--- src/rtl/fra_pkg.sv ---
// ----------------------------------------------------------------------------
// fra_pkg
// shared types and constants of the fractional rank assigner
// ----------------------------------------------------------------------------
package fra_pkg;

  localparam int SAMPLE_W    = 32;
  localparam int RANK_W      = 8;
  localparam int CNT_W       = 7;
  localparam int QUEUE_DEPTH = 2;
  localparam int QPTR_W      = 1;
  localparam int QCNT_W      = 2;
  localparam int GRP_SIZE    = 8;
  // a group of eight weights of at most two each
  localparam int PSUM_W      = 5;

  typedef logic signed [SAMPLE_W-1:0] sample_t;
  typedef logic [CNT_W-1:0]           count_t;
  typedef logic [RANK_W-1:0]          rank_t;

  // one closed set handed from loader to ranking sequencer
  typedef struct packed {
    count_t count;
    logic   overflow;
  } set_job_t;

  // side information carried along the ranking pipeline
  typedef struct packed {
    logic last_item;
    logic overflow;
  } rank_tag_t;

  typedef enum logic {
    BK_IDLE,
    BK_RUN
  } back_state_t;

endpackage

--- src/rtl/fra_front.sv ---
// ----------------------------------------------------------------------------
// fra_front
// sample loader: takes samples, tracks fill and overflow, closes sets
// ----------------------------------------------------------------------------
module fra_front
  import fra_pkg::*;
#(
  parameter int MAX_ITEMS = 64,
  parameter int IDX_W     = 6
) (
  input  logic             clk,
  input  logic             rst,
  input  logic             start,
  input  sample_t          sample_value,
  input  logic             last_sample,
  output logic             busy,
  output logic             wr_en,
  output logic [IDX_W-1:0] wr_addr,
  output sample_t          wr_data,
  output logic             job_push,
  output set_job_t         job_data,
  input  logic             q_full,
  input  logic             set_done
);

  count_t stored_count;
  count_t stored_count_next;
  logic   overflow_flag;
  logic   overflow_flag_next;
  logic   waiting;
  logic   waiting_next;
  logic   accept;
  logic   has_room;

  assign busy     = waiting || q_full;
  assign accept   = start && !busy;
  assign has_room = (stored_count < count_t'(MAX_ITEMS));

  assign wr_en    = accept && has_room;
  assign wr_addr  = stored_count[IDX_W-1:0];
  assign wr_data  = sample_value;

  // set closes on the last sample, stored or dropped
  assign job_push          = accept && last_sample;
  assign job_data.count    = has_room ? count_t'(stored_count + 1'b1) : stored_count;
  assign job_data.overflow = overflow_flag || !has_room;

  always_comb begin
    stored_count_next  = stored_count;
    overflow_flag_next = overflow_flag;
    waiting_next       = waiting;
    if (set_done) begin
      waiting_next = 1'b0;
    end
    if (accept) begin
      if (has_room) begin
        stored_count_next = count_t'(stored_count + 1'b1);
      end else begin
        overflow_flag_next = 1'b1;
      end
      if (last_sample) begin
        stored_count_next  = '0;
        overflow_flag_next = 1'b0;
        waiting_next       = 1'b1;
      end
    end
  end

  always_ff @(posedge clk) begin
    if (rst) begin
      stored_count  <= '0;
      overflow_flag <= 1'b0;
      waiting       <= 1'b0;
    end else begin
      stored_count  <= stored_count_next;
      overflow_flag <= overflow_flag_next;
      waiting       <= waiting_next;
    end
  end

endmodule

--- config.mk ---
export PLATFORM = sky130hd
export DESIGN_NAME = fra_front
export DESIGN_NICKNAME = d
export VERILOG_FILES = /design/src/rtl/fra_pkg.sv /design/src/rtl/fra_front.sv
export SDC_FILE = /design/constraint.sdc
export NUM_CORES = 1
export LEC_CHECK = 0
export BUFFER_PORTS_ARGS = -buffer_cell sky130_fd_sc_hd__buf_2
export CORE_MARGIN = 10
export CORE_UTILIZATION = 30
export CTS_BUF_LIST = sky130_fd_sc_hd__clkbuf_8
export DETAILED_ROUTE_END_ITERATION = 10
export GPL_ROUTABILITY_DRIVEN = 0
export PLACE_DENSITY = 0.71
export SLEW_MARGIN = 40
export SYNTH_ARGS = -nofsm -noshare
export SYNTH_HDL_FRONTEND = slang
export SYNTH_SLANG_ARGS = --single-unit
--- constraint.sdc ---
create_clock -name clk -period 4.1 [get_ports clk]
set_clock_uncertainty 0.15 [all_clocks]
set_input_delay 0.41 -clock clk [delete_from_list [all_inputs] [get_ports clk]]
set_output_delay 0.41 -clock clk [all_outputs]
set_load 0.02 [all_outputs]
==> flow_summary.ini <==
[placement]
place_inst = 110
io_buffer_count = 22
dp_slack_ns = 2.10
hpwl_um = 1360

[floorplan]
start_util_pct = 32.2
die_h_um = 72.0
die_area_um2 = 5190
pin_count = 87
num_rows = 18
core_um2 = 2520
die_x_um = 72.0

[synthesis]
syn-num-nets = 140
synthMuxAreaShare_pct = 1.39
syn_area_per_cell_um2 = 8.04
synth-adder-area-share_pct = 1.54
synth_compound_area_share_pct = 10.0
synth.distinct_cells = 34
async_flop_share_pct = 0
yosysWarnings = 0
synth_top_family_by_area = buffers and inverters
synthCells = 101
synth_edf_count = 0
yosysSeqAreaShare_pct = 22.2
yosys.area_share.simple_pct = 19.6
synthFlopType = dfxtp_1
synth_xor_area_share_pct = 5.39
synth_area_um2 = 812
ys_ff_latch = 9

[power_and_ir_drop]
internal_power_mw = 0.162
vdd_drop_max_uv = 162
p_sw_share_pct = 24.4
comb_power_share_pct = 10.1
switchingPower_mw = 0.0524
cellPowerDensity_nw_per_um2 = 310
seqPwrFrac_pct = 41.9
p_clk_share_pct = 48.0
p_leak_nw = 0.342

[sta]
hold_viol = 0
tns_ns = 0
fin_crit_ns = 2.04
worst_slew_pin_slew_ns = 0.600
rsz0062_at_grt = false
relSlewSlack_pct = 59.9
worst_slack_ns = 2.06
timing.fmax_mhz = 489
holdWs_ns = 0.308
maxSlewViolCount = 0
period_share_pct = 49.8
setup_viol = 0

[detailed_routing]
drt_wl_total_um = 1670
via_count = 545
ant_nets = 0
drtIter0Drc = 10
wl_per_cell_um = 14.7
dr.pass1.iters = 4
vias_per_cell = 4.78
remaining_drc_errors = 0

[critical_path]
cp_slowest_cell = nor3b_1
worstPathArrival_ns = 1.48
crit_required_ns = 3.54
end_kind = output port
path_class = flip-flop to output port
cp-start-kind = flip-flop
critPathMaxFanout = 6
crit_path_max_incr_delay_ns = 0.51
crit_chain = nor3b_1 -> and2_1 -> buf_2

[clock_network]
postCtsSetupRepairBufs = 0
postCtsHoldBufs = 0
h-tree-depth = 1
clkTransAtPathRegs_ns = 0.05
cts-root-buf = clkbuf_8
worst_skew_pair.late_latency_ns = 0.23
cts_tree = built
cts_resized = 0
clk_path_buf_depth = 2
cts_sinks = 9
cts_buffers = 3

[global_route]
grt_max_degree = 12
antenna_found_initial = 0
grt.met1_usage_pct = 5.26
grt_use_total_pct = 6.17
grt_overflow = 0
grt_use_met3_pct = 4.35
grt_pass1_vias = 542
met2_usage_pct = 9.90
grt.busiest_layer = met2
grt_pass1_wl_um = 2590

[run]
maxCapViolCount = 0

[final_layout]
fin_cells = 114
fin_nets = 124
drive_above_1_share_pct = 36.9
n_antenna_cell = 0
syn_to_final_growth_pct = -14.8

[run_status]
status = completed

[min_path]
min-delay-path-class = input pin to flip-flop
[sequential cells by signal (all words and copies together) (netlist names)]
| register | flops |
|---|---|
| stored_count | 7 |
| overflow_flag | 1 |
| waiting | 1 |
[cell type report]
type	instances	area (µm²)
Timing Repair Buffer	22	110
Inverter	3	11.3
Tap cell	30	37.5
Clock inverter	1	3.75
Multi-Input combinational cell	46	308
Clock buffer	3	41.3
Fill cell	284	1830
Sequential cell	9	180
[power by group through the flow]
stage / clock, mW / combinational (mW) / sequential, mW
4_1_cts: 0.106 / 0.0221 / 0.0898
6_report: 0.103 / 0.0217 / 0.0898
3_3_place_gp: 0 / 0.0213 / 0.0914
2_1_floorplan: 0 / 0.0611 / 0.0912
3_5_place_dp: 0 / 0.0219 / 0.0915
5_1_grt: 0.111 / 0.0242 / 0.0899
[cells by family after synthesis]
group / count (synthesis)
AO/OA/AOI/OAI: 13
XOR/XNOR: 5
adder cells (fa/ha/maj): 1
buffers and inverters: 46
flip-flops: 9
multiplexers: 1
AND/OR/NAND/NOR: 26
[per-layer routing]
metal	part of all wire [%]	wire length, µm
met5	0	0
met2	47	780
met1	36	601
met4	2.4	40
met3	15	250
[stage by stage]
| stage | power, mW | util (%) | area [µm²] |
|---|---|---|---|
| 3_3_place_gp | 0.113 | 25.6 | 647 |
| 6_report | 0.215 | 27.4 | 692 |
| 4_1_cts | 0.218 | 27.4 | 692 |
| 2_1_floorplan | 0.152 | - | 812 |
| 3_5_place_dp | 0.113 | 25.6 | 647 |
| 5_1_grt | 0.225 | 27.4 | 692 |
[final timing paths]
path / start / end / slack [ns] / cells after the start
worst max-delay path: waiting / job_push / 2.06 / 3
worst min-delay path: rst / stored_count[1] / 0.31 / 2
worst max register to register: stored_count[6] / stored_count[5] / 2.31 / 4
worst min register to register: overflow_flag / overflow_flag / 0.32 / 2
[worst max-delay path: cells and delay by family, from the launching register on]
family / cells / cell delay (ns)
buffers and inverters: 1 / 0.17
flip-flops: 1 / 0.32
AND/OR/NAND/NOR: 2 / 0.76
[synthesized netlist by cell type (all sizes together) (2+ instances only)]
| master | instances | area, µm² |
|---|---|---|
| buf | 41 | 305 |
| dfxtp | 9 | 180 |
| nor2 | 7 | 26.3 |
| a21oi | 6 | 30.0 |
| xnor2 | 4 | 35.0 |
| inv | 3 | 11.3 |
| nand2 | 3 | 18.8 |
| o21ai | 3 | 15.0 |
| or2 | 3 | 18.8 |
| and2 | 2 | 15.0 |
| clkbuf | 2 | 7.51 |
| nand3b | 2 | 15.0 |
| nor3b | 2 | 15.0 |
[layout by cell type, fill, tap and decap left out, types with 2 or more instances in the layout]
| cell type | synthesis | routed |
|---|---|---|
| dfxtp_1 | 9 | 9 |
| nand3b_1 | 2 | 2 |
| a21oi_1 | 6 | 6 |
| nor2_1 | 7 | 7 |
| or2_2 | 2 | 2 |
| xnor2_1 | 4 | 4 |
| o21ai_0 | 2 | 2 |
| inv_1 | 3 | 4 |
| nand2_1 | 2 | 2 |
| clkbuf_8 | 0 | 3 |
| nor3b_1 | 2 | 2 |
| buf_2 | 1 | 22 |
No activity file was read; power rests on OpenSTA's default activity.
