### config.mk
export PLATFORM = sky130hd
export DESIGN_NAME = fra_back
export DESIGN_NICKNAME = d
export VERILOG_FILES = /design/src/rtl/fra_pkg.sv /design/src/rtl/fra_back.sv
export SDC_FILE = /design/constraint.sdc
export NUM_CORES = 1
export LEC_CHECK = 0
export ABC_AREA = 1
export BUFFER_PORTS_ARGS = -buffer_cell sky130_fd_sc_hd__clkbuf_2
export CAP_MARGIN = 25
export CORE_UTILIZATION = 48
export CTS_BUF_LIST = sky130_fd_sc_hd__clkbuf_8 sky130_fd_sc_hd__clkbuf_16
export DETAILED_ROUTE_END_ITERATION = 7
export GPL_ROUTABILITY_DRIVEN = 0
export HOLD_SLACK_MARGIN = 0.08
export PLACE_DENSITY = 0.8
export SYNTH_ARGS = -nofsm -noshare
export SYNTH_HDL_FRONTEND = slang
export SYNTH_SLANG_ARGS = --single-unit
### constraint.sdc
create_clock -name clk -period 2.52 [get_ports clk]
set_clock_uncertainty 0.1 [all_clocks]
set_input_delay 0.378 -clock clk [delete_from_list [all_inputs] [get_ports clk]]
set_output_delay 0.378 -clock clk [all_outputs]
set_load 0.01 [all_outputs]
### src/rtl/fra_pkg.sv
// ----------------------------------------------------------------------------
// fra_pkg
// shared types and constants of the fractional rank assigner
// ----------------------------------------------------------------------------
package fra_pkg;

  localparam int SAMPLE_W    = 32;
  localparam int RANK_W      = 8;
  localparam int CNT_W       = 7;
  localparam int QUEUE_DEPTH = 2;
  localparam int QPTR_W      = 1;
  localparam int QCNT_W      = 2;
  localparam int GRP_SIZE    = 8;
  // a group of eight weights of at most two each
  localparam int PSUM_W      = 5;

  typedef logic signed [SAMPLE_W-1:0] sample_t;
  typedef logic [CNT_W-1:0]           count_t;
  typedef logic [RANK_W-1:0]          rank_t;

  // one closed set handed from loader to ranking sequencer
  typedef struct packed {
    count_t count;
    logic   overflow;
  } set_job_t;

  // side information carried along the ranking pipeline
  typedef struct packed {
    logic last_item;
    logic overflow;
  } rank_tag_t;

  typedef enum logic {
    BK_IDLE,
    BK_RUN
  } back_state_t;

endpackage

### src/rtl/fra_back.sv
// ----------------------------------------------------------------------------
// fra_back
// ranking sequencer: walks the stored items of a closed set in order
// ----------------------------------------------------------------------------
module fra_back
  import fra_pkg::*;
#(
  parameter int IDX_W = 6
) (
  input  logic             clk,
  input  logic             rst,
  input  logic             job_valid,
  input  set_job_t         head,
  output logic             job_pop,
  output logic             rd_en,
  output logic [IDX_W-1:0] rd_addr,
  output rank_tag_t        rd_tag,
  output count_t           set_count
);

  back_state_t state;
  back_state_t state_next;
  count_t      idx;
  count_t      set_n;
  logic        set_ovf;
  logic        last_issue;

  assign last_issue = (count_t'(idx + 1'b1) == set_n);
  assign set_count  = set_n;

  always_comb begin
    state_next = state;
    case (state)
      BK_IDLE: begin
        if (job_valid) begin
          state_next = BK_RUN;
        end
      end
      BK_RUN: begin
        if (last_issue) begin
          state_next = BK_IDLE;
        end
      end
      default: state_next = BK_IDLE;
    endcase
  end

  always_comb begin
    job_pop          = 1'b0;
    rd_en            = 1'b0;
    rd_addr          = idx[IDX_W-1:0];
    rd_tag.last_item = last_issue;
    rd_tag.overflow  = set_ovf;
    case (state)
      BK_IDLE: job_pop = job_valid;
      BK_RUN:  rd_en   = 1'b1;
      default: begin
        job_pop = 1'b0;
        rd_en   = 1'b0;
      end
    endcase
  end

  always_ff @(posedge clk) begin
    if (rst) begin
      state <= BK_IDLE;
    end else begin
      state <= state_next;
    end
  end

  always_ff @(posedge clk) begin
    if (job_pop) begin
      set_n   <= head.count;
      set_ovf <= head.overflow;
      idx     <= '0;
    end else if (rd_en) begin
      idx <= count_t'(idx + 1'b1);
    end
  end

endmodule

==> results.md <==
- Adder-cell area share of the yosys netlist: 1.481%
- # H-tree levels: 1
- Drt initial violations: 17
- Area fraction in and, or, nand and nor cells after synthesis: 27.85%
- P per Cell Area: between 700 and 800 nW/µm²
- Detailed-routing iteration count for the pre-antenna-repair pass: 4
- Sw power: between 0.2 and 0.25 mW
- Vias: roughly 740
- Number of nets with antenna violations after routing: 0
- Antenna violations before repair: 0
- Unrepaired setup endpoints after global routing: false
- Number of register bits inferred by synthesis: 16
- Uppermost signal routing layer after detailed routing: met4
- Synth Area in Compound Gates: ~5.6%
- Nets@finish: 143
- Reg power frac: about half
- Average via count per standard cell: between 5 and 6
- Beginning of the worst hold path: head[0]
- Capturing element type of the critical path: output port
- Post-synth cell types: 21
- Period utilization: between 90% and 100%
- Run status: complete, no violations
- Layout cells sized above 1: roughly 28%
- Data arrival time at the worst-slack endpoint: around 1900 ps
- Setup TNS: 0 ps
- Gate power share: between 20% and 30%
- Total met2 wirelength after detailed routing: between 800 and 900 µm
- Mean post-synth cell area: 7.968 µm²
- Standard-cell row count: 14
- Post-synthesis sequential area ratio: a little under half
- Actual slew at the worst max-slew pin: 289.5 ps
- Static leakage power: between 0.4 and 0.5 nW
- Wire length on met3: between 100 and 150 µm
- Remaining design rule violation count: 0
- Clk sink count: 16
- Chip height: roughly 44 µm
- Combinational family with the most area after synthesis: simple AND/OR/NAND/NOR gates
- Total routing resource utilization after global routing: about a fifth
- Reported max-cap violation count: 0
- Worst-path clk slew: around 60 ps
- Startpoint type of the worst setup path: flop
- Number of hold buffers added after cts: 0
- Leftover overflow at the end of global routing: 0
- Post-CTS setup buffer count: 0
- Startpoint of the lowest-slack register-to-register path: idx[0]
- Die Width: 43.95 µm
- Highest net fanout along the worst path: 8
- End-of-flow core utilization: 62.94%
- Synthesis warning total: 0
- Core ar.: around 1600 µm²
- Maximum count of clock buffers along a single path: 2
- Post-Synthesis Cell Area: ~840 µm²
- CTS tree: built
- Cts repair resizes: 0
- Multiplexer fraction of the synthesized cell area: 0%
- Initial standard-cell utilization of the core: 53.57%
- Worst Setup Path Type: reg2out
- Wire length of the first global-routing pass: around 2.6 mm
- Diode insertion count for antenna repair: 0
- Worst-case vdd ir drop: 0.0004686 V
- Required time at the endpoint of the critical path: between 2000 and 2500 ps
- Final routed wirelength across all metal layers: about 1.6 mm
- Worst reg2reg setup slack: around 740 ps
- Type of the worst min-delay path: in2reg
- Routed WL per cell: between 10 and 15 µm
- Gate count of the mapped netlist: approximately 110
- Wire length the detailed router placed on met1: about 650 µm
- Clock share of power: between 20% and 30%
- Number of hold violations in the final report: 0
- DIE AREA: just under 2000 µm²
- Worst skew pair latency: between 200 and 300 ps
- Commonest cells after routing, fill and taps aside: 27 x sky130_fd_sc_hd__nand2_1, 27 x sky130_fd_sc_hd__clkbuf_2, 18 x sky130_fd_sc_hd__inv_1
- Time the final worst path needs with I/O delays and setup: 2336 ps
- Nets in the synthesized netlist: ~120
- IO buf count: 27
- Worst rel slew slack: 80.67%
- Fmax: between 400 and 500 MHz
- Via count of the first global-routing pass: about 700
- Boundary Pins: 28
- Setup-failing EPs final: 0
- Xor-xnor portion of the synthesized cell area: a little over 2%
- Beginning of the critical path: idx[0]
- Half-perimeter wire length after placement: between 1 and 1.5 mm
- Pin count of the biggest net entering global routing: 10
- Number of clock buffers inserted by TritonCTS: 3
- Fraction of power spent switching nets: between 30% and 40%
- Internal Power: roughly 0.48 mW
- Library cell used as clock root buffer: sky130_fd_sc_hd__clkbuf_8
- Final max-slew violation count: 0
- Relative area change from synthesis to final layout: 17.48%
[final timing paths]
kind,endpoint,depth (start not counted)
max,rd_tag[1],8
max reg2reg,state,9
min,set_ovf,1
min reg2reg,idx[4],2
[critical path: stages, from the launching register on]
cell and delay [ps]:
sky130_fd_sc_hd__dfxtp_1 470, sky130_fd_sc_hd__ha_1 260, sky130_fd_sc_hd__nand2_2 100, sky130_fd_sc_hd__nand2_1 130, sky130_fd_sc_hd__xor2_1 180, sky130_fd_sc_hd__nand2_1 80, sky130_fd_sc_hd__nor2_1 130, sky130_fd_sc_hd__and2_1 130
sky130_fd_sc_hd__clkbuf_2 120
[routing by layer]
layer | track usage [%] | vias to the layer above
met5 | 0 | -
met4 | 10.91 | 0
met3 | 5.833 | 5
met2 | 33.13 | 29
met1 | 20.95 | 328
li1 | - | 375
[power groups by stage]
| stage | Clock, mW | Combinational [mW] | Sequential, mW |
|---|---|---|---|
| 5_1_grt | 0.209 | 0.182 | 0.349 |
| 2_1_floorplan | 0 | 0.132 | 0.341 |
| 6_report | 0.198 | 0.164 | 0.341 |
| 3_3_place_gp | 0 | 0.159 | 0.342 |
| 3_5_place_dp | 0 | 0.163 | 0.346 |
| 4_1_cts | 0.198 | 0.166 | 0.341 |
[area by class of cell]
type | instances | area (µm²)
Fill cell | 135 | 584.3
Sequential cell | 16 | 400.4
Multi-Input combinational cell | 63 | 312.8
Timing Repair Buffer | 28 | 142.6
Inverter | 19 | 71.32
Clock buffer | 3 | 41.29
Tap cell | 16 | 20.02
Clock inverter | 1 | 3.754
[synth_stat cells, drive strengths merged]
library cell / n / area, µm²
a21oi: 1 / 5.000
and2: 1 / 6.260
buf: 8 / 60.06
clkinv: 1 / 3.750
dfxtp: 8 / 160.2
edfxtp: 8 / 240.2
ha: 1 / 12.51
inv: 18 / 67.56
nand2: 29 / 113.9
nand3: 12 / 65.06
nand4: 1 / 6.260
nor2: 9 / 43.80
o21ai: 4 / 23.77
o22ai: 3 / 18.77
xnor2: 1 / 8.760
xor2: 1 / 8.760
[through the flow]
step           cell area, µm²  total power, mW  std cells  hold WS (ps)  worst slack, ps
6_report                992.2           0.7032        146         197.1            183.6
5_1_grt                 992.2           0.7400        146         192.1            38.31
4_1_cts                 992.2           0.7047        146         198.1            180.0
3_5_place_dp            947.2           0.5090        142         421.9            478.1
3_3_place_gp            947.2           0.5017        142         409.6            559.9
2_1_floorplan           844.6           0.4730        106         376.9            627.5
[registers in the layout, summed over array words and instances, names as in the netlist]
register,count
idx,7
state,1
set_count,7
set_ovf,1
[cells by family after synthesis]
logic type / count (synthesis)
AND/OR/NAND/NOR: 52
buffers and inverters: 27
flip-flops: 16
AO/OA/AOI/OAI: 8
XOR/XNOR: 2
adder cells (fa/ha/maj): 1
Note: power is estimated with default switching activity, not from simulation.
