File: config.mk
export PLATFORM = sky130hd
export DESIGN_NAME = fra_queue
export DESIGN_NICKNAME = d
export VERILOG_FILES = /design/src/rtl/fra_pkg.sv /design/src/rtl/fra_queue.sv
export SDC_FILE = /design/constraint.sdc
export NUM_CORES = 1
export LEC_CHECK = 0
export ABC_AREA = 0
export BUFFER_PORTS_ARGS = -buffer_cell sky130_fd_sc_hd__buf_2
export CELL_PAD_IN_SITES_DETAIL_PLACEMENT = 1
export CELL_PAD_IN_SITES_GLOBAL_PLACEMENT = 1
export CORE_MARGIN = 2
export CORE_UTILIZATION = 39
export DETAILED_ROUTE_END_ITERATION = 16
export PLACE_DENSITY_LB_ADDON = 0.1
export SYNTH_ARGS = -nofsm -noshare
export SYNTH_HDL_FRONTEND = slang
export SYNTH_SLANG_ARGS = --single-unit
File: constraint.sdc
create_clock -name clk -period 1.8 [get_ports clk]
set_input_delay 0.27 -clock clk [delete_from_list [all_inputs] [get_ports clk]]
set_output_delay 0.27 -clock clk [all_outputs]
set_load 0.05 [all_outputs]
File: src/rtl/fra_pkg.sv
// ----------------------------------------------------------------------------
// fra_pkg
// shared types and constants of the fractional rank assigner
// ----------------------------------------------------------------------------
package fra_pkg;

  localparam int SAMPLE_W    = 32;
  localparam int RANK_W      = 8;
  localparam int CNT_W       = 7;
  localparam int QUEUE_DEPTH = 2;
  localparam int QPTR_W      = 1;
  localparam int QCNT_W      = 2;
  localparam int GRP_SIZE    = 8;
  // a group of eight weights of at most two each
  localparam int PSUM_W      = 5;

  typedef logic signed [SAMPLE_W-1:0] sample_t;
  typedef logic [CNT_W-1:0]           count_t;
  typedef logic [RANK_W-1:0]          rank_t;

  // one closed set handed from loader to ranking sequencer
  typedef struct packed {
    count_t count;
    logic   overflow;
  } set_job_t;

  // side information carried along the ranking pipeline
  typedef struct packed {
    logic last_item;
    logic overflow;
  } rank_tag_t;

  typedef enum logic {
    BK_IDLE,
    BK_RUN
  } back_state_t;

endpackage

File: src/rtl/fra_queue.sv
// ----------------------------------------------------------------------------
// fra_queue
// short fifo of closed sets between loader and ranking sequencer
// ----------------------------------------------------------------------------
module fra_queue
  import fra_pkg::*;
(
  input  logic     clk,
  input  logic     rst,
  input  logic     push,
  input  set_job_t push_job,
  input  logic     pop,
  output logic     full,
  output logic     not_empty,
  output set_job_t head
);

  set_job_t            entries [QUEUE_DEPTH];
  logic [QPTR_W-1:0]   wr_ptr;
  logic [QPTR_W-1:0]   rd_ptr;
  logic [QCNT_W-1:0]   fill;
  logic                push_ok;
  logic                pop_ok;

  assign full      = (fill == QCNT_W'(QUEUE_DEPTH));
  assign not_empty = (fill != '0);
  assign push_ok   = push && !full;
  assign pop_ok    = pop && not_empty;
  assign head      = entries[rd_ptr];

  always_ff @(posedge clk) begin
    if (push_ok) begin
      entries[wr_ptr] <= push_job;
    end
  end

  always_ff @(posedge clk) begin
    if (rst) begin
      wr_ptr <= '0;
      rd_ptr <= '0;
      fill   <= '0;
    end else begin
      if (push_ok) begin
        wr_ptr <= wr_ptr + 1'b1;
      end
      if (pop_ok) begin
        rd_ptr <= rd_ptr + 1'b1;
      end
      case ({push_ok, pop_ok})
        2'b10:   fill <= fill + 1'b1;
        2'b01:   fill <= fill - 1'b1;
        default: fill <= fill;
      endcase
    end
  end

endmodule

==> results of run 1 <==
power breakdown:
group	switching, mW	leakage [nW]	internal [mW]
Clock	0.133	0.0177	0.0826
Combinational	0.472	0.181	0.222
Sequential	0.0705	0.191	0.624
cell type report:
cell class                      instances  share of cell area (%)
Multi-Input combinational cell         26                    21.3
Sequential cell                        21                    60.3
Inverter                                3                    1.17
Clock inverter                          1                   0.519
Tap cell                               27                    3.51
Timing Repair Buffer                   21                    10.9
Clock buffer                            3                    2.34
cells in the final DEF, fill, tap and decap left out, drive strengths merged, types with 2 or more instances in the layout:
master  synthesis  final
a21oi           2      2
buf             0     21
clkbuf          1      3
dfxtp           5      5
edfxtp         16     16
inv             3      3
mux2            8      8
nor2            3      3
o21ai           2      2
or3             2      2
xnor2           2      2
registers in the layout, summed over array words and instances (netlist names), named ones only:
name     cells
wr_ptr       1
entries     16
rd_ptr       1
fill         2
metrics by stage:
step / setup WS, ns / instances
2_1_floorplan: 0.296 / 51
3_3_place_gp: 0.316 / 98
3_5_place_dp: 0.229 / 98
4_1_cts: 0.0597 / 102
5_1_grt: 0.00883 / 102
6_report: 0.0930 / 102
path summary, 6_finish.rpt:
path                                       to  depth (start not counted)  slack [ns]         from
worst min register to register         wr_ptr                          2        0.50       wr_ptr
worst max register to register  entries[0][7]                          4        0.24      fill[0]
worst min-delay path            entries[0][6]                          1        0.16  push_job[6]
worst max-delay path                  head[0]                          2        0.09     register
metal layers:
layer  vias up  global-route usage, %
met5         -                      0
met4         0                   2.86
met3         0                   3.37
met2        12                   22.7
met1       226                   13.8
li1        233                      -
kinds of logic after synthesis:
kind of cell,after synthesis
flops,21
simple gates,9
mux,8
compound gates,5
buf+inv,4
xor+xnor,3
fa+ha+maj,1
==> out/metrics.cfg, run 1 <==
[drt]
topRoutingLayerUsed=met3
wl_mm=1.29
initialDrtViolationCount=7
first_pass_iters=4
met2_length_um=662
ant_nets=0
viasPerCell=4.62
routedWlPerCell_um=12.6
met3_length_um=66
vias=471
wl_met1_um=556
drc=0

[synthesis]
synth_area_um2=801
synthMuxAreaShare_pct=11.2
synth.avg_cell_area_um2=15.7
synth_simple_gate_area_share_pct=6.09
synth.most_common_cell=edfxtp_1
ys_warn_count=0
synth_top_area_cell=edfxtp_1
synthesis.nets=64
ys_ff_latch=21
synth.area.top_cells=edfxtp_1 (60%), dfxtp_1 (13%), mux2_2 (11%), xnor2_1 (2.2%), ha_1 (1.6%)
async_reset_ff_share_pct=0
synth-xor-area-share_pct=3.28
synth_edf_count=16
seq_area_frac_synth_pct=72.5
synth_cell_types=18
synth-adder-area-share_pct=1.56
synthTopCellsByCount=edfxtp_1 (16), mux2_2 (8), dfxtp_1 (5)
synth_top_family_by_area=multiplexers
synthFlopType=edfxtp_1
synth_compound_area_share_pct=3.44
synth_cells=51
synth_top_area_share_pct=60.0

[cells_and_area]
multi_input_area_um2=205
finish.utilization_pct=49.6
nets=89
seqCellArea_um2=581
diodes=0
fin_area_um2=963
layout-area-overhead-vs-synth_pct=20.3
n_fill_cell=212
drive_above_1_share_pct=48.0

[critical_path]
crit_buf_inv=1
path_delay_family=flip-flops
path_class=reg -> out
crit_arrival_ns=1.44
cp_cell_sequence=mux2_2 > buf_2
end_kind=primary output
cp.required_ns=1.53
slowest_stage=dfxtp_1
cpPeakStageDelay_ns=0.55
cp_max_fo=8
worst_setup_path_start_kind=register

[floorplan]
start_util_pct=41.2
ios=22
core_area_mm2=0.00194
die_x_um=49.3
chipHeight_um=49.3
dieArea_mm2=0.00243
num_rows=16

[clock_network]
clk_pin_slew_ns=0.11
cts_num_sinks=21
clockBufferDepth=2
cts_buffers=3
post_cts_resized=0
cts_tree=built
ctsHoldBuffers=0
clock_latency_ns=0.29
cts.htree.levels=1
cts_root_buf=clkbuf_4
cts_setup_buffers=0

[outcome]
outcome=finished, final reports clean

[sta]
holdWs_ns=0.158
drv_slew=0
slew_headroom_pct=73.8
worst_slew_pin_slew_ns=0.393
setup_viol=0
hold_viol=0
period_needed_ns=1.71
fin_crit_sh_pct=94.8
max_freq_ghz=0.586
rsz0062_at_grt=no
tns_ns=0
fin_worst_skew_ns=0.00504

[pwr]
p_leak_nw=0.390
irDropWorstVdd_v=0.000817
total_power_mw=1.60
pwr_density_cell_mw_per_mm2=1660

[global_routing]
grt_max_degree=13
antenna_found_initial=0
grt_pass1_vias=498
grt_pass1_wl_mm=2.26
grt_use_total_pct=12.3
gr-total-overflow=0

[flow_run]
maxCapViolCount=0

[placement]
port_buffers=21
place_congestion=0.697
placed_cell_area_um2=936
dp_hpwl_mm=1.01

[worst_hold_path]
hold_path_class=in -> reg

Power figures use the tool's default switching activity.
==> inputs of run 2 (changes only) <==
==> constraint.sdc (replaced) <==
create_clock -name clk -period 1.78 [get_ports clk]
set_input_delay 0.267 -clock clk [delete_from_list [all_inputs] [get_ports clk]]
set_output_delay 0.267 -clock clk [all_outputs]
set_load 0.05 [all_outputs]
==> run 2 against run 1 <==
Combinational power is 1% higher. Cell area is 0.13% higher. Non-clock buffer count stayed put. Utilization is 0.064 points higher.
==> out/metrics.cfg, run 2 (synthesis gave the netlist of run 1 again) <==
[outcome]
outcome=finished, final reports clean

[cells_and_area]
n_fill_cell=211
final_common_cell=buf_2
reg_top3=entries: 16 flops, fill: 2 flops
diodes=0
layout-area-overhead-vs-synth_pct=20.5
drive_above_1_share_pct=49.3
seqCellArea_um2=582
nets=89
top_register=entries
largest_reg_flops=16
mostFrequentLayoutCells=buf_2 (21), edfxtp_1 (16), mux2_2 (8)
multi_input_area_um2=205

[critical_path]
r2r_end=entries[0][7]
cpPeakStageDelay_ns=0.45
cp.depth=2
cp_cell_sequence=mux2_2 > buf_2
r2r_start=fill[0]
cp_max_fo=8
worst-r2r-cell-count=4
r2r_setup_slack_ns=0.22
path_delay_family=flip-flops
critical_path.endpoint=head[0]
slowest_stage=dfxtp_2
crit_buf_inv=1
path_class=reg -> out
end_kind=primary output
crit_arrival_ns=1.32
worst_setup_path_start_kind=register
cp.required_ns=1.51

[clock_network]
cts.htree.levels=1
cts_buffers=3
clockBufferDepth=2
clk_pin_slew_ns=0.11
cts_tree=built
cts_num_sinks=21
clock_latency_ns=0.29
ctsHoldBuffers=0
cts_root_buf=clkbuf_4

[floorplan]
chipHeight_um=49.3
num_rows=16
die_x_um=49.3
ios=22
core_area_mm2=0.00194
dieArea_mm2=0.00243
start_util_pct=41.2

[pwr]
pwr_density_cell_mw_per_mm2=1680
p_leak_nw=0.390
irDropWorstVdd_v=0.000830
total_power_mw=1.62

[worst_hold_path]
hold_path_class=in -> reg

[sta]
hold_viol=0
max_freq_ghz=0.632
setup_viol=0
period_needed_ns=1.58
slew_headroom_pct=73.8
post-route-worst-setup-slack_ns=0.198
tns_ns=0
worst_slew_pin_slew_ns=0.393
rsz0062_at_grt=no
fin_worst_skew_ns=0.00504
fin_crit_sh_pct=88.9
drv_slew=0
holdWs_ns=0.155

[placement]
port_buffers=21
pre_cts_ws_ns=0.209
dp_hpwl_mm=1.01
place_congestion=0.697

[drt]
first_pass_iters=4
initialDrtViolationCount=7
ant_nets=0
drc=0
viasPerCell=4.62
routedWlPerCell_um=12.6
vias=471
wl_mm=1.29

[global_routing]
grt_use_total_pct=12.3
grt_pass1_vias=498
antenna_found_initial=0
grt_pass1_wl_mm=2.26
gr-total-overflow=0
grt_max_degree=13

[flow_run]
maxCapViolCount=0

## run 2: cell counts in the layout (fill, tap and decap cells not counted)
Identical to the previous run, type by type.
## run 2: how the worst min path moves through the flow
| stage | from | to | slack, ns | cells after the start |
|---|---|---|---|---|
| 6_report | push_job[6] | entries[0][6] | 0.16 | 1 |
| 5_1_grt | push_job[6] | entries[1][6] | 0.14 | 1 |
| 4_1_cts | push_job[3] | entries[1][3] | 0.15 | 1 |
| 3_5_place_dp | push_job[5] | entries[1][5] | 0.46 | 1 |
| 3_3_place_gp | push_job[6] | entries[1][6] | 0.46 | 1 |
| 2_1_floorplan | rst | fill[1] | 0.34 | 1 |
## run 2: final cells by class
type	instances	share of cell area, %
clock buffer	3	2.33
clock inverter	1	0.519
inverter	3	1.17
multi-input combinational	26	21.3
sequential	21	60.3
tap	27	3.50
timing repair buffer	21	10.9
## run 2: power breakdown
| part | total (mW) | switching, mW | leakage, nW | internal (mW) |
|---|---|---|---|---|
| Clock | 0.218 | 0.134 | 0.0177 | 0.0835 |
| Sequential | 0.704 | 0.0713 | 0.191 | 0.633 |
| Combinational | 0.702 | 0.478 | 0.181 | 0.225 |
## run 2: stage by stage
| stage | util (%) | area [um2] | instances |
|---|---|---|---|
| 2_1_floorplan | - | 801 | 51 |
| 3_3_place_gp | 48.2 | 936 | 98 |
| 3_5_place_dp | 48.2 | 936 | 98 |
| 4_1_cts | 49.6 | 963 | 102 |
| 5_1_grt | 49.7 | 965 | 102 |
| 6_report | 49.7 | 965 | 102 |
## run 2: layer usage
| layer | share of wire (%) | vias up | track usage (%) |
|---|---|---|---|
| met2 | 52 | 12 | 22.7 |
| met4 | 0 | 0 | 2.86 |
| met3 | 5.1 | 0 | 3.37 |
| met5 | 0 | - | 0 |
| li1 | - | 233 | - |
| met1 | 43 | 226 | 13.8 |
## run 2: what timing repair did
item,4_1_cts,5_1_grt
gates resized for setup,0,1
buffers inserted,0,0
setup endpoints to repair,0,1
==> inputs of run 3 (changes only) <==
--- a/config.mk
+++ b/config.mk
@@ -5,10 +5,11 @@
 export SDC_FILE = /design/constraint.sdc
 export NUM_CORES = 1
 export LEC_CHECK = 0
-export ABC_AREA = 0
+export ABC_AREA = 1
 export BUFFER_PORTS_ARGS = -buffer_cell sky130_fd_sc_hd__buf_2
 export CELL_PAD_IN_SITES_DETAIL_PLACEMENT = 1
 export CELL_PAD_IN_SITES_GLOBAL_PLACEMENT = 1
+export CORE_ASPECT_RATIO = 0.6
 export CORE_MARGIN = 2
 export CORE_UTILIZATION = 39
 export DETAILED_ROUTE_END_ITERATION = 16
==> run 3 against run 2 <==
Critical path type unchanged. Area after synthesis rose by 7.2%. Flip-flop and latch count did not move. Largest power group unchanged. Highest routed layer is now met4. Final cell count rose by 18%. Critical endpoint unchanged. Non-clock buffer count rose by 1.
==> out/metrics.cfg, run 3 <==
[synthesis]
seq_area_frac_synth_pct=67.6
synth_area_um2=858
synth-xor-area-share_pct=0
ys_ff_latch=21
synthTopCellsByCount=edfxtp_1 (16), nor2_1 (8), inv_1 (6), mux2_1 (6)
synth_cells=65
synth.most_common_cell=edfxtp_1
async_reset_ff_share_pct=0
synth_top_area_share_pct=56.0
synth_cell_types=18
synth_top_family_by_area=simple AND/OR/NAND/NOR gates
synthFlopType=edfxtp_1
synth_edf_count=16
synthesis.nets=78
synth_simple_gate_area_share_pct=12.7
synth_compound_area_share_pct=2.19
synthMuxAreaShare_pct=10.5
synth.avg_cell_area_um2=13.2
ys_warn_count=0
synth-adder-area-share_pct=1.46
synth.area.top_cells=edfxtp_1 (56%), dfxtp_1 (12%), mux2_1 (7.9%), nor2_1 (3.5%), nor2_2 (2.9%)
synth_top_area_cell=edfxtp_1

[sta]
hold_viol=0
fin_worst_skew_ns=0.00469
setup_viol=0
slew_headroom_pct=74.7
period_needed_ns=1.65
fin_crit_sh_pct=92.8
max_freq_ghz=0.605
rsz0062_at_grt=no
tns_ns=0
drv_slew=0
worst_slew_pin_slew_ns=0.379

[worst_hold_path]
hold_path_class=in -> reg

[drt]
routedWlPerCell_um=11.6
first_pass_iters=4
viasPerCell=4.23
ant_nets=0
wl_mm=1.39
vias=508
initialDrtViolationCount=4
drc=0

[pwr]
intPower_mw=0.904
irDropWorstVdd_v=0.000683
swShare_pct=37.6
p_comb_share_pct=35.1
pwr-share-seq_pct=44.6
pwr_density_cell_mw_per_mm2=1380
pwr-share-clk_pct=20.3
total_power_mw=1.45
p_leak_nw=0.445
p_switching_mw=0.544

[clock_network]
cts.htree.levels=1
ctsHoldBuffers=0
cts_root_buf=clkbuf_8
post_cts_resized=0
cts_num_sinks=21
clockBufferDepth=2
clock_latency_ns=0.25
clk_pin_slew_ns=0.07
cts_setup_buffers=0
cts_tree=built
cts_buffers=3

[critical_path]
cp_max_fo=8
end_kind=primary output
path_delay_family=flip-flops
cp.required_ns=1.51
slowest_stage=dfxtp_1
cpPeakStageDelay_ns=0.55
crit_buf_inv=1
worst_setup_path_start_kind=register
cp_cell_sequence=mux2_2 > buf_2
path_class=reg -> out
crit_arrival_ns=1.38

[floorplan]
dieArea_mm2=0.00260
chipHeight_um=40.3
ios=22
start_util_pct=40.3
core_area_mm2=0.00213
die_x_um=64.6
num_rows=13

[cells_and_area]
drive_above_1_share_pct=43.3
nets=104
n_fill_cell=241
reg_top3=entries: 16 flops, fill: 2 flops
top_register=entries
mostFrequentLayoutCells=buf_2 (21), edfxtp_1 (16), nor2_1 (8)
final_common_cell=buf_2
layout-area-overhead-vs-synth_pct=22.2
largest_reg_flops=16
diodes=0

[global_routing]
grt_pass1_wl_mm=2.07
grt_pass1_vias=442
antenna_found_initial=0
grt_use_total_pct=11.7
grt_max_degree=12
gr-total-overflow=0

[outcome]
outcome=finished, final reports clean

[flow_run]
maxCapViolCount=0

[placement]
dp_hpwl_mm=1.07
port_buffers=21
place_congestion=0.701

==> run 3: cell types whose count changed after synthesis, sizes merged, moves of 2 or more <==
cell	previous run	this run
nor2	3	12
nand2	1	8
inv	3	9
or3	2	0
xnor2	2	0
==> run 3: cells by family after synthesis <==
group | count (synthesis)
AOI/OAI and AO/OA | 3
buffers and inverters | 11
adders and majority gates | 1
DFF | 21
muxes | 8
and+or+nand+nor | 21
==> run 3: power groups by stage <==
| stage | sequential (mW) | combinational [mW] | clock, mW |
|---|---|---|---|
| 2_1_floorplan | 0.635 | 0.424 | 0 |
| 3_3_place_gp | 0.656 | 0.506 | 0 |
| 3_5_place_dp | 0.658 | 0.512 | 0 |
| 4_1_cts | 0.647 | 0.515 | 0.307 |
| 5_1_grt | 0.656 | 0.548 | 0.322 |
| 6_report | 0.646 | 0.508 | 0.294 |
==> run 3: worst reg2reg max path, cell delays in order, from the launching register on <==
cell     delay (ns)
dfxtp_1        0.41
nor2_2         0.08
nor2_2         0.16
inv_2          0.06
ha_1           0.30
inv_1          0.09
nand2_1        0.06
nor2_1         0.08
nor2_1         0.04
nor2_1         0.09
==> run 3: layout make-up <==
cell class | count | area [um2] | area share, %
inverter | 10 | 42.5 | 4.06
multi-input combinational | 33 | 230 | 22.0
sequential | 21 | 581 | 55.4
tap | 30 | 37.5 | 3.58
timing repair buffer | 22 | 113 | 10.7
clock buffer | 4 | 45.0 | 4.30
==> run 3: stage by stage <==
| stage | hold WS [ns] | setup WS [ns] | std cells | instance area, um2 | utilization (%) |
|---|---|---|---|---|---|
| global route | 0.194 | 0.0496 | 120 | 1050 | 49.2 |
| global placement | 0.453 | 0.391 | 116 | 1000 | 47.1 |
| CTS | 0.195 | 0.0974 | 120 | 1050 | 49.2 |
| floorplan | 0.366 | 0.143 | 65 | 858 | - |
| detailed placement | 0.460 | 0.375 | 116 | 1000 | 47.1 |
| finish | 0.200 | 0.128 | 120 | 1050 | 49.2 |
==> run 3: worst paths after layout <==
kind / from / to / slack, ns / cells past startpoint
max: register / head[0] / 0.13 / 2
min reg2reg: rd_ptr / rd_ptr / 0.51 / 2
max reg2reg: fill[0] / fill[1] / 0.36 / 9
min: push_job[0] / entries[0][0] / 0.20 / 1
==> run 3: metal layers <==
metal	vias up	GRT usage, %	wire, um
li1	265	-	-
met1	227	15.6	683
met2	13	17.2	614
met3	3	5.34	77
met4	0	3.19	10
met5	-	0	0
